$ cat src/rvm_fifo.sv
`timescale 1ns / 1ps
// rvm_fifo: small first-in first-out queue with push/full and pop/empty
// no package dependencies; DEPTH must be a power of two
module rvm_fifo #(
  parameter int WIDTH = 32,
  parameter int DEPTH = 4
) (
  input  logic             clk,
  input  logic             rst,
  input  logic             push,
  output logic             full,
  input  logic [WIDTH-1:0] wdata,
  input  logic             pop,
  output logic             empty,
  output logic [WIDTH-1:0] rdata
);

  localparam int AW = $clog2(DEPTH);

  logic [WIDTH-1:0] mem [DEPTH];
  logic [AW:0]      wr_ptr;
  logic [AW:0]      rd_ptr;

  assign empty = (wr_ptr == rd_ptr);
  assign full  = (wr_ptr[AW-1:0] == rd_ptr[AW-1:0]) && (wr_ptr[AW] != rd_ptr[AW]);
  assign rdata = mem[rd_ptr[AW-1:0]];

  always_ff @(posedge clk) begin
    if (push && !full) begin
      mem[wr_ptr[AW-1:0]] <= wdata;
    end
  end

  always_ff @(posedge clk) begin
    if (rst) begin
      wr_ptr <= '0;
      rd_ptr <= '0;
    end else begin
      if (push && !full) wr_ptr <= wr_ptr + 1'b1;
      if (pop && !empty) rd_ptr <= rd_ptr + 1'b1;
    end
  end

endmodule

$ cat config.mk
export PLATFORM = sky130hd
export DESIGN_NAME = rvm_fifo
export DESIGN_NICKNAME = d
export VERILOG_FILES = /design/src/rvm_fifo.sv
export SDC_FILE = /design/constraint.sdc
export NUM_CORES = 1
export LEC_CHECK = 0
export ABC_AREA = 0
export BUFFER_PORTS_ARGS = -buffer_cell sky130_fd_sc_hd__buf_2
export CORE_UTILIZATION = 25
export DETAILED_ROUTE_END_ITERATION = 8
export SLEW_MARGIN = 0
export SYNTH_ARGS = -nofsm -noshare
export SYNTH_HDL_FRONTEND = slang
export SYNTH_SLANG_ARGS = --single-unit
$ cat constraint.sdc
create_clock -name clk -period 4.2 [get_ports clk]
set_input_delay 0.42 -clock clk [delete_from_list [all_inputs] [get_ports clk]]
set_output_delay 0.42 -clock clk [all_outputs]
set_load 0.1 [all_outputs]
==> run summary <==
status = completed
CP max-delay cell = dfxtp_2
warnings from Yosys = 0
CTS Buf Count = 17
CP top delay family = flip-flops
cells along the critical path = buf_4 -> mux4_2 -> buf_2
Initial Util = 25.5%
final wirelength = 9740 um
Top Metal Used = met4
total track usage = 9.91%
CP arrival = 2.49 ns
post-synth cell types = 29
WS Path Type = reg2out
gpl congestion = 0.711
post_cts resized = 0
worst setup margin = 1.29 ns
Final Critical Period = 2.91 ns
Syn Area/Cell = 22.0 sq um
total gr overflow = 0
DRT met1 WL = 4250 um
CTS tree = built
Clock Path Buffers = 2
most frequent cells in the layout = edfxtp_1 (128), buf_2 (69), mux4_2 (32)
Mapped Cells = 235
Synth Cell Area = 5180 sq um
CTS Hold Buffers Added = 0
Non-Filler Instances = 599
largest net degree at the start of global routing = 33
most common cell after layout, fill and taps aside = edfxtp_1
WL met2 = 4740 um
Fin Setup TNS = 0 ns
Synthesized Nets = 276
relative slew slack = 36.4%
CTS root buf = clkbuf_16
Detailed Place HPWL = 6000 um
worst hold path class = in2reg
initial antenna violation count = 1
core region area = 20,300 sq um
clk slew on worst S/H paths = 0.06 ns
fill cell count = 1,973
DRC viols = 0
vias in the first global route = 2,706
Die Y = 146 um
clock sinks = 136
max cap viols = 0
final hold violation count = 0
sequential fraction of the synthesis area = 77.3%
later-pin clock latency in the skew report = 0.41 ns
Routed met3 length = 587 um
first-pass GRT wire length = 15,400 um
post-layout util = 31.9%
H-tree levels = 4
Max stage delay on crit path = 0.79 ns
Final setup viols = 0
Layout Nets = 356
cell total after placement = 566
period utilization = 69.4%
Achievable Freq = 343 MHz
DRT Pass-1 Iters = 4
CP bufs+invs = 2
Yosys reg bits = 136
vias per std cell = 4.21
max-slew violation count = 0
number of setup buffers added after CTS = 0
CP Capture Type = primary output
layout cells sized above 1 = 42.1%
floorplan row count = 52
Die W = 146 um
WL per Instance = 16.3 um
first-iteration detailed-routing DRC count = 76
die area = 21,300 sq um
crit-path max FO = 18
skew final = 0.00576 ns
dpl ws = 1.62 ns
via count = 2,524
Worst setup SP type = register
port bufs = 69
RSZ-0062 raised after global routing = no
I/O Pins = 70
post-route ant nets = 0
worst slew pin tran = 0.955 ns
CP Data Required Time = 3.78 ns
area grow syn2layout = 25.0%
registers in the layout, indices dropped and copies added (netlist names), named ones only:
| signal | cells |
|---|---|
| mem | 128 |
| wr_ptr | 3 |
| rd_ptr | 3 |
cells by family (layout without fill, tap and decap cells):
family | count (synthesis) | in the layout | share of synthesized area [%]
flops | 136 | 136 | 77.3
mux | 32 | 32 | 13.9
simple gates | 23 | 23 | 2.51
compound gates | 19 | 19 | 2.49
buf+inv | 14 | 107 | 1.52
xor+xnor | 6 | 6 | 1.02
fa+ha+maj | 5 | 5 | 1.21
other cells | 0 | 1 | 0
stage by stage:
stage | area (sq um) | hold slack [ns]
2_1_floorplan | 5180 | 0.494
3_3_place_gp | 5830 | 0.523
3_5_place_dp | 5830 | 0.533
4_1_cts | 6470 | 0.195
5_1_grt | 6470 | 0.205
6_report | 6470 | 0.221
final cells by class:
cell class	count	area (sq um)	share of cell area [%]
antenna	1	2.50	0.0387
clock buffer	18	429	6.63
clock inverter	14	205	3.17
inverter	4	15.0	0.232
multi-input combinational	85	1110	17.2
sequential	136	4010	61.9
tap	270	338	5.22
timing repair buffer	71	360	5.57
worst reg2reg max path, delay by kind of cell (launching register included):
kind	cells	cell delay, ns
and+or+nand+nor	1	0.82
xor gates and xnor gates	1	0.30
AOI/OAI and AO/OA	1	0.31
DFF	1	0.52
per-layer routing:
| metal | global-route usage (%) | vias to the layer above |
|---|---|---|
| li1 | - | 1144 |
| met1 | 11.8 | 1300 |
| met2 | 15.5 | 67 |
| met3 | 4.11 | 13 |
| met4 | 4.89 | 0 |
| met5 | 0 | - |
synthesized netlist by cell type:
cell type / n / area (sq um)
buf_1: 3 / 11.3
nand3_1: 3 / 15.0
or3_1: 1 / 6.26
and3_1: 1 / 6.26
nand4_1: 2 / 12.5
clkbuf_4: 1 / 7.51
a31oi_1: 4 / 25.0
o211ai_1: 5 / 37.5
dfxtp_1: 8 / 160
a211o_1: 1 / 8.76
xnor2_1: 3 / 26.3
nand2_1: 5 / 18.8
nand3b_1: 1 / 7.51
a21oi_1: 2 / 10.0
mux4_2: 32 / 721
nor3b_1: 4 / 30.0
a211o_2: 1 / 10.0
edfxtp_1: 128 / 3840
inv_1: 4 / 15.0
clkbuf_8: 1 / 13.8
or4_1: 1 / 7.51
buf_2: 4 / 20.0
and2_1: 3 / 18.8
buf_6: 1 / 11.3
a41oi_1: 2 / 17.5
o21ai_0: 4 / 20.0
ha_1: 5 / 62.6
xor2_1: 3 / 26.3
nor2_1: 2 / 7.51
worst paths after layout:
path                                              from                endpoint  slack [ns]  depth (start not counted)
worst min-delay path                          wdata[5]     mem[3][5]$_DFFE_PP_        0.22                          1
worst min register to register  rd_ptr[2]$_SDFFE_PP0P_  rd_ptr[2]$_SDFFE_PP0P_        0.54                          2
worst max register to register  wr_ptr[1]$_SDFFE_PP0P_    mem[0][22]$_DFFE_PP_        1.85                          3
worst max-delay path                          register               rdata[12]        1.29                          3
Power is left out: the tool's default activity adds up to more than one toggle a clock period on the data nets, which glitch-free logic cannot reach.
